File: config.mk
export PLATFORM = sky130hd
export DESIGN_NAME = encoder_speed_and_stall_monitor
export DESIGN_NICKNAME = d
export VERILOG_FILES = /design/src/hw/rtl/esm_pkg.sv /design/src/hw/rtl/encoder_speed_and_stall_monitor.sv
export SDC_FILE = /design/constraint.sdc
export NUM_CORES = 2
export LEC_CHECK = 0
export BUFFER_PORTS_ARGS = -buffer_cell sky130_fd_sc_hd__buf_2
export CORE_ASPECT_RATIO = 1.2
export CORE_MARGIN = 5
export CORE_UTILIZATION = 43
export CTS_CLUSTER_SIZE = 40
export DETAILED_ROUTE_END_ITERATION = 12
export PLACE_DENSITY_LB_ADDON = 0.25
export SLEW_MARGIN = 30
export SYNTH_ARGS = -nofsm -noshare
export SYNTH_HDL_FRONTEND = slang
export SYNTH_SLANG_ARGS = --single-unit
File: constraint.sdc
create_clock -name clock -period 6.5 [get_ports clock]
set_input_delay 1.3 -clock clock [delete_from_list [all_inputs] [get_ports clock]]
set_output_delay 1.3 -clock clock [all_outputs]
set_load 0.005 [all_outputs]
File: src/hw/rtl/esm_pkg.sv
// ----------------------------------------------------------------------------
// esm_pkg - shared definitions for the encoder speed and stall monitor
// Field widths, register indexes, reset values and the sequencer states.
// ----------------------------------------------------------------------------
package esm_pkg;

   // field widths
   localparam int CountWidth  = 16;
   localparam int TimeWidth   = 32;
   localparam int SpeedWidth  = 16;
   localparam int CsrWidth    = 16;
   localparam int CsrIdxWidth = 2;
   localparam int ReqDataWidth = 72;   // 65 bits of fields, padded to bytes
   localparam int RspDataWidth = 40;   // 34 bits of fields, padded to bytes

   // divider geometry: 31-bit numerator magnitude over a 48-bit denominator
   localparam int NumWidth  = 31;
   localparam int DenWidth  = CsrWidth + TimeWidth;
   localparam int IterWidth = 5;
   localparam int DivSteps  = NumWidth;

   // rpm scale: 60 s times 1000 ms
   localparam logic [15:0] SCALE_NUM = 16'd60000;

   // configuration register indexes
   localparam logic [CsrIdxWidth-1:0] REG_COUNTS_PER_REV  = 2'd0;
   localparam logic [CsrIdxWidth-1:0] REG_WINDOW_MS       = 2'd1;
   localparam logic [CsrIdxWidth-1:0] REG_STALL_MIN_COUNT = 2'd2;

   // configuration reset values
   localparam logic [CsrWidth-1:0] RST_COUNTS_PER_REV  = 16'd44;
   localparam logic [CsrWidth-1:0] RST_WINDOW_MS       = 16'd500;
   localparam logic [CsrWidth-1:0] RST_STALL_MIN_COUNT = 16'd3;

   // saturation limits
   localparam logic [SpeedWidth-1:0] SPEED_MAX = 16'h7FFF;
   localparam logic [SpeedWidth-1:0] SPEED_MIN = 16'h8000;

   // sequencer states
   typedef enum logic [1:0] {
      ST_IDLE,
      ST_MUL,
      ST_DIV,
      ST_OUT
   } esm_state_type;

endpackage

File: src/hw/rtl/encoder_speed_and_stall_monitor.sv
// ----------------------------------------------------------------------------
// encoder_speed_and_stall_monitor - encoder speed and stall monitor
// Measures shaft speed from encoder snapshots and flags stalls per window.
// ----------------------------------------------------------------------------
// A control tick runs through these steps before the block can take the next
// tick: take the tick and update the window state, then two multipliers form
// the numerator |delta|*60000 and the denominator counts_per_rev*dt, then a
// restoring divider settles one quotient bit per cycle with a 49-bit compare
// and subtract, and last the result is saturated and loaded into the result
// register. That last step repeats for as long as the previous result still
// waits on the rsp side; a tick may be taken while such a result waits.
// Configuration writes are taken in any cycle out of reset (csr_ready is high
// whenever reset is low) and must only be issued while no tick is in flight.
// The monitor state resets to zero, so the first tick after reset measures
// against count 0, time 0.
module encoder_speed_and_stall_monitor (
   input  logic                             clock,
   input  logic                             reset,
   // tdata: encoder_count[15:0], now_ms[47:16], target_speed[63:48],
   //        link_ok[64], zero pad[71:65]
   input  logic                             req_tvalid,
   output logic                             req_tready,
   input  logic [esm_pkg::ReqDataWidth-1:0] req_tdata,
   // tdata: speed_rpm[15:0], effective_target[31:16], stall_fault[32],
   //        drive_online[33], zero pad[39:34]
   output logic                             rsp_tvalid,
   input  logic                             rsp_tready,
   output logic [esm_pkg::RspDataWidth-1:0] rsp_tdata,
   // configuration writes
   input  logic                             csr_valid,
   output logic                             csr_ready,
   input  logic [esm_pkg::CsrIdxWidth-1:0]  csr_index,
   input  logic [esm_pkg::CsrWidth-1:0]     csr_data
);

   esm_pkg::esm_state_type state_ff, state_in;

   // configuration registers
   logic [esm_pkg::CsrWidth-1:0]   cpr_ff, window_ms_ff, stall_min_ff;

   // monitor state
   logic [esm_pkg::CountWidth-1:0] prev_count_ff;
   logic [esm_pkg::TimeWidth-1:0]  prev_time_ff, window_start_ff;
   logic [esm_pkg::CountWidth-1:0] window_sum_ff;
   logic                           fault_ff, online_ff;

   // per-tick working registers
   logic [esm_pkg::CountWidth-1:0] mag_ff;
   logic                           neg_ff;
   logic [esm_pkg::TimeWidth-1:0]  dt_ff;
   logic [esm_pkg::SpeedWidth-1:0] target_ff;
   logic [esm_pkg::NumWidth-1:0]   num_ff, num_in;
   logic [esm_pkg::DenWidth-1:0]   den_ff;
   logic [esm_pkg::DenWidth-1:0]   rem_ff, rem_in;
   logic [esm_pkg::NumWidth-1:0]   quot_ff, quot_in;
   logic [esm_pkg::IterWidth-1:0]  iter_ff;

   // result register
   logic                             rsp_valid_ff;
   logic [esm_pkg::RspDataWidth-1:0] rsp_data_ff;

   // handshake decode
   logic req_fire, csr_fire, rsp_load, iter_last;

   // input fields
   logic [esm_pkg::CountWidth-1:0] in_count;
   logic [esm_pkg::TimeWidth-1:0]  in_now;
   logic [esm_pkg::SpeedWidth-1:0] in_cmd;
   logic                           in_link;

   // tick front end
   logic [esm_pkg::CountWidth-1:0] delta;
   logic                           delta_neg;
   logic [esm_pkg::CountWidth-1:0] delta_mag;
   logic [esm_pkg::TimeWidth-1:0]  dt_raw, dt_eff, elapsed;
   logic                           win_end, moving, tgt_nz;
   logic [esm_pkg::CountWidth-1:0] sum_new;
   logic [esm_pkg::SpeedWidth-1:0] target;

   // multiply and divide datapath
   logic [esm_pkg::CsrWidth-1:0]   cpr_eff;
   logic [31:0]                    num_prod;
   logic [esm_pkg::DenWidth-1:0]   den_prod;
   logic [esm_pkg::DenWidth:0]     rem_sh;
   logic                           rem_ge;

   // saturation
   logic [esm_pkg::SpeedWidth-1:0] speed;
   logic                           pos_over, neg_over;

   assign req_fire  = req_tvalid && req_tready;
   assign csr_ready = !reset;
   assign csr_fire  = csr_valid && csr_ready;
   assign iter_last = (iter_ff == esm_pkg::IterWidth'(esm_pkg::DivSteps - 1));

   assign in_count = req_tdata[15:0];
   assign in_now   = req_tdata[47:16];
   assign in_cmd   = req_tdata[63:48];
   assign in_link  = req_tdata[64];

   // count delta as signed 16 bits, its magnitude and the clamped elapsed time
   assign delta     = in_count - prev_count_ff;
   assign delta_neg = delta[15];
   assign delta_mag = delta_neg ? (~delta + 16'd1) : delta;
   assign dt_raw    = in_now - prev_time_ff;
   assign dt_eff    = (dt_raw == '0) ? 32'd1 : dt_raw;

   // stall window bookkeeping
   assign elapsed = in_now - window_start_ff;
   assign win_end = (elapsed >= {16'd0, window_ms_ff});
   assign sum_new = window_sum_ff + delta_mag;
   assign moving  = (sum_new >= stall_min_ff);
   assign target  = in_link ? in_cmd : '0;
   assign tgt_nz  = (target != '0);

   // numerator and denominator products
   assign cpr_eff  = (cpr_ff == '0) ? 16'd1 : cpr_ff;
   assign num_prod = {16'd0, mag_ff} * {16'd0, esm_pkg::SCALE_NUM};
   assign den_prod = {32'd0, cpr_eff} * {16'd0, dt_ff};

   // one restoring divide step
   assign rem_sh = {rem_ff, num_ff[esm_pkg::NumWidth-1]};
   assign rem_ge = (rem_sh >= {1'b0, den_ff});
   assign rem_in = rem_ge ? esm_pkg::DenWidth'(rem_sh - {1'b0, den_ff})
                          : rem_sh[esm_pkg::DenWidth-1:0];
   assign quot_in = {quot_ff[esm_pkg::NumWidth-2:0], rem_ge};
   assign num_in  = {num_ff[esm_pkg::NumWidth-2:0], 1'b0};

   // saturate the signed quotient to 16 bits
   assign pos_over = |quot_ff[30:15];
   assign neg_over = (|quot_ff[30:16]) || (quot_ff[15] && (|quot_ff[14:0]));
   always_comb begin
      if (neg_ff) begin
         speed = neg_over ? esm_pkg::SPEED_MIN : (~quot_ff[15:0] + 16'd1);
      end else begin
         speed = pos_over ? esm_pkg::SPEED_MAX : quot_ff[15:0];
      end
   end

   // sequencer state register
   always_ff @(posedge clock) begin
      if (reset) begin
         state_ff <= esm_pkg::ST_IDLE;
      end else begin
         state_ff <= state_in;
      end
   end

   // sequencer next state and controls
   always_comb begin
      state_in   = state_ff;
      req_tready = 1'b0;
      rsp_load   = 1'b0;
      unique case (state_ff)
         esm_pkg::ST_IDLE: begin
            req_tready = !reset;
            if (req_fire) begin
               state_in = esm_pkg::ST_MUL;
            end
         end
         esm_pkg::ST_MUL: begin
            state_in = esm_pkg::ST_DIV;
         end
         esm_pkg::ST_DIV: begin
            if (iter_last) begin
               state_in = esm_pkg::ST_OUT;
            end
         end
         esm_pkg::ST_OUT: begin
            if (!rsp_valid_ff || rsp_tready) begin
               rsp_load = 1'b1;
               state_in = esm_pkg::ST_IDLE;
            end
         end
         default: begin
            state_in = esm_pkg::ST_IDLE;
         end
      endcase
   end

   // configuration registers
   always_ff @(posedge clock) begin
      if (reset) begin
         cpr_ff       <= esm_pkg::RST_COUNTS_PER_REV;
         window_ms_ff <= esm_pkg::RST_WINDOW_MS;
         stall_min_ff <= esm_pkg::RST_STALL_MIN_COUNT;
      end else if (csr_fire) begin
         unique case (csr_index)
            esm_pkg::REG_COUNTS_PER_REV:  cpr_ff       <= csr_data;
            esm_pkg::REG_WINDOW_MS:       window_ms_ff <= csr_data;
            esm_pkg::REG_STALL_MIN_COUNT: stall_min_ff <= csr_data;
            default: ;
         endcase
      end
   end

   // monitor state, updated on each tick transfer
   always_ff @(posedge clock) begin
      if (reset) begin
         prev_count_ff   <= '0;
         prev_time_ff    <= '0;
         window_start_ff <= '0;
         window_sum_ff   <= '0;
         fault_ff        <= 1'b0;
         online_ff       <= 1'b0;
      end else if (req_fire) begin
         prev_count_ff <= in_count;
         prev_time_ff  <= in_now;
         if (win_end) begin
            window_start_ff <= in_now;
            window_sum_ff   <= '0;
            online_ff       <= tgt_nz && moving;
            if (tgt_nz) begin
               fault_ff <= !moving;
            end
         end else begin
            window_sum_ff <= sum_new;
         end
      end
   end

   // working registers of the current tick
   always_ff @(posedge clock) begin
      if (req_fire) begin
         mag_ff    <= delta_mag;
         neg_ff    <= delta_neg;
         dt_ff     <= dt_eff;
         target_ff <= target;
      end
   end

   // divider registers
   always_ff @(posedge clock) begin
      if (reset) begin
         iter_ff <= '0;
      end else if (state_ff == esm_pkg::ST_MUL) begin
         iter_ff <= '0;
      end else if (state_ff == esm_pkg::ST_DIV) begin
         iter_ff <= iter_ff + 5'd1;
      end
   end

   always_ff @(posedge clock) begin
      if (state_ff == esm_pkg::ST_MUL) begin
         num_ff  <= num_prod[esm_pkg::NumWidth-1:0];
         den_ff  <= den_prod;
         rem_ff  <= '0;
         quot_ff <= '0;
      end else if (state_ff == esm_pkg::ST_DIV) begin
         num_ff  <= num_in;
         rem_ff  <= rem_in;
         quot_ff <= quot_in;
      end
   end

   // result register
   always_ff @(posedge clock) begin
      if (reset) begin
         rsp_valid_ff <= 1'b0;
      end else if (rsp_load) begin
         rsp_valid_ff <= 1'b1;
      end else if (rsp_tready) begin
         rsp_valid_ff <= 1'b0;
      end
   end

   always_ff @(posedge clock) begin
      if (rsp_load) begin
         rsp_data_ff <= {6'd0, online_ff, fault_ff, target_ff, speed};
      end
   end

   assign rsp_tvalid = rsp_valid_ff;
   assign rsp_tdata  = rsp_data_ff;

endmodule

Word-level counts from Yosys, hierarchy flattened
Index checks and enable logic that the tools add are counted.
W data, S select, Z words.
Word-level totals
  bits in registers: 406
  input bits: 95
Cells by class
  bitwise operators: 2
  multiplexer cells: 19
  multipliers: 2
  $lt $le $gt $ge: 3
  equality and inequality tests: 9
  reductions and logical operators: 26
  add/sub/neg operators: 8
Operator list (number)
  $mux W16: 7
  $sub A32 B32 Y32: 2
  $mux W31: 2
  $ge A49 B48 Y1: 1
  $mul A16 B32 Y48: 1
  $mux W48: 1
  $sub A48 B48 Y48: 1
  $add A16 B1 Y16 const B: 2
  $ge A32 B16 Y1: 1
  $logic_not A32 Y1: 1
  $not A16 Y16: 2
  $reduce_or A15 Y1: 2
  $mul A16 B11 Y26 const B: 1
  $add A16 B16 Y16: 1
  $ge A16 B16 Y1: 1
  $logic_not A16 Y1: 1
  $reduce_bool A16 Y1: 1
  $reduce_or A16 Y1: 1
  $sub A16 B16 Y16: 1
  $pmux W2 S4: 1
  $reduce_and A2 Y1: 4
  $eq A2 B2 Y1 const B: 3
  $mux W2: 3
  $ne A2 B2 Y1 const B: 3
  11 further kinds: 25

Depth between registers and ports, before layout
  word-level depth: 7
  mapped depth: 28
  mapped depth without buffers: 28

Worst setup path after synthesis
Ideal clock, no wire load.
  path kind: input to register
  start point: in req_tdata[1] (netlist bit)
  end point: reg online_ff
  stages on the path: 27
  path slack: -0.339 ns
  arrival: 6.721 ns
  setup time: 0.117 ns
  buffers on the path: 0
  path through: ha_1 nor2b_1 o31a_1 o41a_1 a41o_1 o41ai_1 mux2i_1 nor2_1 inv_2 nor2_1 a21o_1 inv_1 fa_1 nor2b_1 o21ai_0 a21oi_1 o21ai_0 a211oi_1 nor3_1 or3_1 xnor2_1 ha_1 nor2b_1 o21ai_0 o211ai_1 o22a_1 a32o_1
RTL lines
  start, declared: line encoder_speed_and_stall_monitor.sv:23  | input logic [esm_pkg::ReqDataWidth-1:0] req_tdata,
  $sub A16 B16 Y16: line encoder_speed_and_stall_monitor.sv:102  | assign delta = in_count - prev_count_ff;
  net delta (one bit): line encoder_speed_and_stall_monitor.sv:72  | logic [esm_pkg::CountWidth-1:0] delta;
  $mux W16: line encoder_speed_and_stall_monitor.sv:104  | assign delta_mag = delta_neg ? (~delta + 16'd1) : delta;
  net delta_mag (one bit): line encoder_speed_and_stall_monitor.sv:74  | logic [esm_pkg::CountWidth-1:0] delta_mag;
  $add A16 B16 Y16: line encoder_speed_and_stall_monitor.sv:111  | assign sum_new = window_sum_ff + delta_mag;
  $ge A16 B16 Y1: line encoder_speed_and_stall_monitor.sv:112  | assign moving = (sum_new >= stall_min_ff);
  $logic_and A1 B1 Y1: line encoder_speed_and_stall_monitor.sv:212  | online_ff <= tgt_nz && moving;
  end signal, assigned: line encoder_speed_and_stall_monitor.sv:212
  end, declared: line encoder_speed_and_stall_monitor.sv:45  | logic fault_ff, online_ff;
The timed path passes the listed nets, and every way through them passes these cells.
A chain may end at the register's enable or synchronous reset.

Worst setup path after layout
  start point: reg cpr_ff[4] (netlist bit)
  end point: reg den_ff[46] (netlist bit) (data pin)
On the way
  word-level cells in the longest chain between the ends: 3
Ends and longest elaborated chain
  start, declared: line encoder_speed_and_stall_monitor.sv:39  | logic [esm_pkg::CsrWidth-1:0] cpr_ff, window_ms_ff, stall_min_ff;
  start signal, assigned: line encoder_speed_and_stall_monitor.sv:184  | cpr_ff <= esm_pkg::RST_COUNTS_PER_REV;
  start signal, assigned: line encoder_speed_and_stall_monitor.sv:189  | esm_pkg::REG_COUNTS_PER_REV: cpr_ff <= csr_data;
  $logic_not A16 Y1: line encoder_speed_and_stall_monitor.sv:117  | assign cpr_eff = (cpr_ff == '0) ? 16'd1 : cpr_ff;
  $mux W16 *: line encoder_speed_and_stall_monitor.sv:117
  $mul A16 B32 Y48 *: line encoder_speed_and_stall_monitor.sv:119  | assign den_prod = {32'd0, cpr_eff} * {16'd0, dt_ff};
  net den_prod (one bit): line encoder_speed_and_stall_monitor.sv:83  | logic [esm_pkg::DenWidth-1:0] den_prod;
  end signal, assigned: line encoder_speed_and_stall_monitor.sv:246  | den_ff <= den_prod;
  end, declared: line encoder_speed_and_stall_monitor.sv:53  | logic [esm_pkg::DenWidth-1:0] den_ff;
The timed path passes the listed nets; every way through them passes the cells marked *.

==> metrics.yaml <==
start_util_pct: 43.30
startpoint_type: "flip-flop"
grt_start_max_net_pins: 137
seq_power_share_pct: 15.0
synth_edf_count: 173
grt-ovfl-total: 0
p_leak_nw: 22.22
cp_data_arrival_time_ns: 6.74
setup_ws_ns: 0.1186
power_density_mw_per_mm2: 574.8
drt-total-wl_mm: 102.2
hold_path_end: "rsp_tdata[28]"
r2r_setup_slack_ns: 0.12
yosysUniqueCellTypes: 86
grt_first_pass_wirelength_mm: 171.2
port_buffers: 124
crit_fanout: 6
p_int_w: 0.01536
drive_gt1_share_pct: 13.27
fin_tns_setup_ns: 0
grt_pass1_vias: 34150
clock_sinks: 406
cp-end-kind: "flip-flop"
seq_area_frac_synth_pct: 23.15
fin_skew_ns: 0.03787
switching_share_pct: 45.63
async_flop_share_pct: 0
drt_iter0_markers: 1537
dieArea_mm2: 0.1055
holdPathStages: 0
ys.warnings.count: 0
fmax_mhz: 156.7
placed_area_mm2: 0.04691
vias: 33020
die-height_um: 354.8
ir_drop_mv: 0.9764
yosys-top-cells-count: "709 x inv_1, 654 x nand2_1, 484 x fa_1, 373 x ha_1, 242 x nor2_1"
path_class: "reg2reg"
post-synth-top-count-cell: "inv_1"
rr_endpoint: "den_ff[46]"
tightest_slew_ns: 0.9550
dp_hpwl_mm: 81.54
combPwrFrac_pct: 75.2
insertion_delay_ns: 0.64
io_pins: 138
drc: 0
dr.pass1.iters: 5
finalHoldViolCount: 0
worst_ep_required_time_ns: 6.86
core.rowCount: 126
antenna_found_initial: 0
period_minus_slack_ns: 6.381
setup_viol: 0
final_design_area_no_fill_mm2: 0.04914
ant_nets: 0
yosysTopAreaCell: "fa_1"
timing.final.crit_share_pct: 98.18
r2r-start: "cpr_ff[4]"
synthCells: 4725
core_mm2: 0.09837
numCtsBuffers: 48
die_x_um: 297.3
total_power_w: 0.02825
slew_headroom_pct: 36.27
place_ws_ns: -0.4553
hp-class: "reg2reg"
synth_top_area_share_pct: 22.75
synth_area_mm2: 0.04259
syn_avg_cell_area_um2: 9.015
ys_seq_elements: 406
p_switching_w: 0.01289
yosys-top-cells-area: "fa_1 23%, edfxtp_1 12%, ha_1 11%, dfxtp_1 11%, inv_1 6.2%"
post_drt_via_cell_ratio: 5.185
routedWlPerCell_um: 16.05
synth_flop_cell: "dfxtp_1"
rsz0062_at_grt: "true"
place.gp.congestion: 0.8766
cts_max_path_buffers: 3
cap_violations: 0
slew_viol_final: 0
p_clk_share_pct: 9.8
fin_nets: 5999
root_buffer: "clkbuf_16"
grt_use_total_pct: 19.35
path_clk_slew_ns: 0.06
worstHoldStart: "target_ff[12]"
h-tree-depth: 2
reg2reg_depth: 24
cts_tree: "done"
status: "completed"
areaGrowthSynthToFinish_pct: 15.37
-- per-layer routing --
layer | GRT usage, % | wire, um
met2 | 34.61 | 50160
met5 | 0 | 0
met1 | 24.64 | 44420
met3 | 2.593 | 4660
met4 | 5.438 | 2923
-- stage by stage --
step | hold slack, ns | utilization [%] | cells
after global routing | 0.4245 | 49.95 | 6366
after CTS | 0.4183 | 49.71 | 6357
after floorplan | 0.4003 | - | 4730
after global placement | 0.4002 | 47.65 | 6254
after detailed placement | 0.4045 | 47.68 | 6255
final | 0.4155 | 49.95 | 6367
-- what timing repair did --
item | CTS | global route
endpoints found under the setup margin | 7 | 15
resized for setup | 52 | 38
buffers inserted | 11 | 9
cloned | 2 | 0
hold buffers | 0 | 0
pin swaps | 25 | 35
-- how the worst max path moves through the flow --
stage / endpoint / from / slack, ns / cells past startpoint
after global routing: online_ff / req_tdata[1] / -0.11 / 28
final: den_ff[46] / cpr_ff[4] / 0.12 / 24
after floorplan: online_ff / req_tdata[1] / 0.001 / 27
after detailed placement: online_ff / req_tdata[1] / -0.46 / 28
after CTS: den_ff[46] / cpr_ff[4] / -0.02 / 24
after global placement: online_ff / req_tdata[1] / -0.47 / 28
-- registers in the layout, summed over array words and instances, names as in the netlist, 26 cells and up --
name and flops:
den_ff 48, rem_ff 48, rsp_tdata 34, dt_ff 32
prev_time_ff 32, window_start_ff 32, quot_ff 31, num_ff 26
-- cells by family after synthesis --
logic type / count (synthesis) / synth area share, %
AOI/OAI and AO/OA: 790 / 12.46
muxes: 91 / 2.297
xor gates and xnor gates: 190 / 3.907
DFF: 406 / 23.15
other: 1 / 0.008804
adders and majority gates: 857 / 33.70
and+or+nand+nor: 1468 / 16.22
buffers and inverters: 922 / 8.254
-- worst max-delay path: stages, from the launching register on --
cell       delay (ns)
dfxtp_4          0.39
bufbuf_16        0.28
and2_4           0.16
fa_1             0.52
inv_1            0.05
fa_1             0.49
fa_1             0.43
fa_1             0.52
inv_1            0.06
fa_1             0.45
fa_1             0.54
ha_4             0.21
a21o_1           0.16
a21o_1           0.19
a21oi_2          0.16
o31ai_2          0.11
a31o_4           0.25
o311ai_4         0.23
buf_6            0.15
a31oi_4          0.08
o41ai_2          0.21
buf_4            0.16
o21bai_1         0.06
a21oi_1          0.17
xnor2_1          0.08
-- cell type report --
type                       count  area (um^2)
tap                         1280         1602
fill                        9343        49230
clock buffer                  61         1254
sequential                   406         9863
timing repair buffer         478         3714
inverter                     711         2676
antenna                        1        2.502
multi-input combinational   3402        29660
clock inverter                28        367.9
-- cells in the final DEF (no fill, tap or decap), types with 73 or more instances in the layout --
master and count:
inv_1 706, nand2_1 654, fa_1 470, ha_1 361, buf_4 316, nor2_1 241
and2_1 234, dfxtp_1 232, a21oi_1 219, edfxtp_1 173, buf_2 123, xnor2_1 116
o21ai_0 111, a21o_1 84, xor2_1 73
-- power by group through the flow --
stage / clock [W] / combinational (W) / sequential [W]
CTS: 0.00285 / 0.0211 / 0.00426
detailed placement: 0 / 0.0205 / 0.00432
global route: 0.00295 / 0.0242 / 0.00433
floorplan: 0 / 0.0150 / 0.00418
finish: 0.00276 / 0.0212 / 0.00425
global placement: 0 / 0.0202 / 0.00430
No activity file was read; power rests on OpenSTA's default activity.
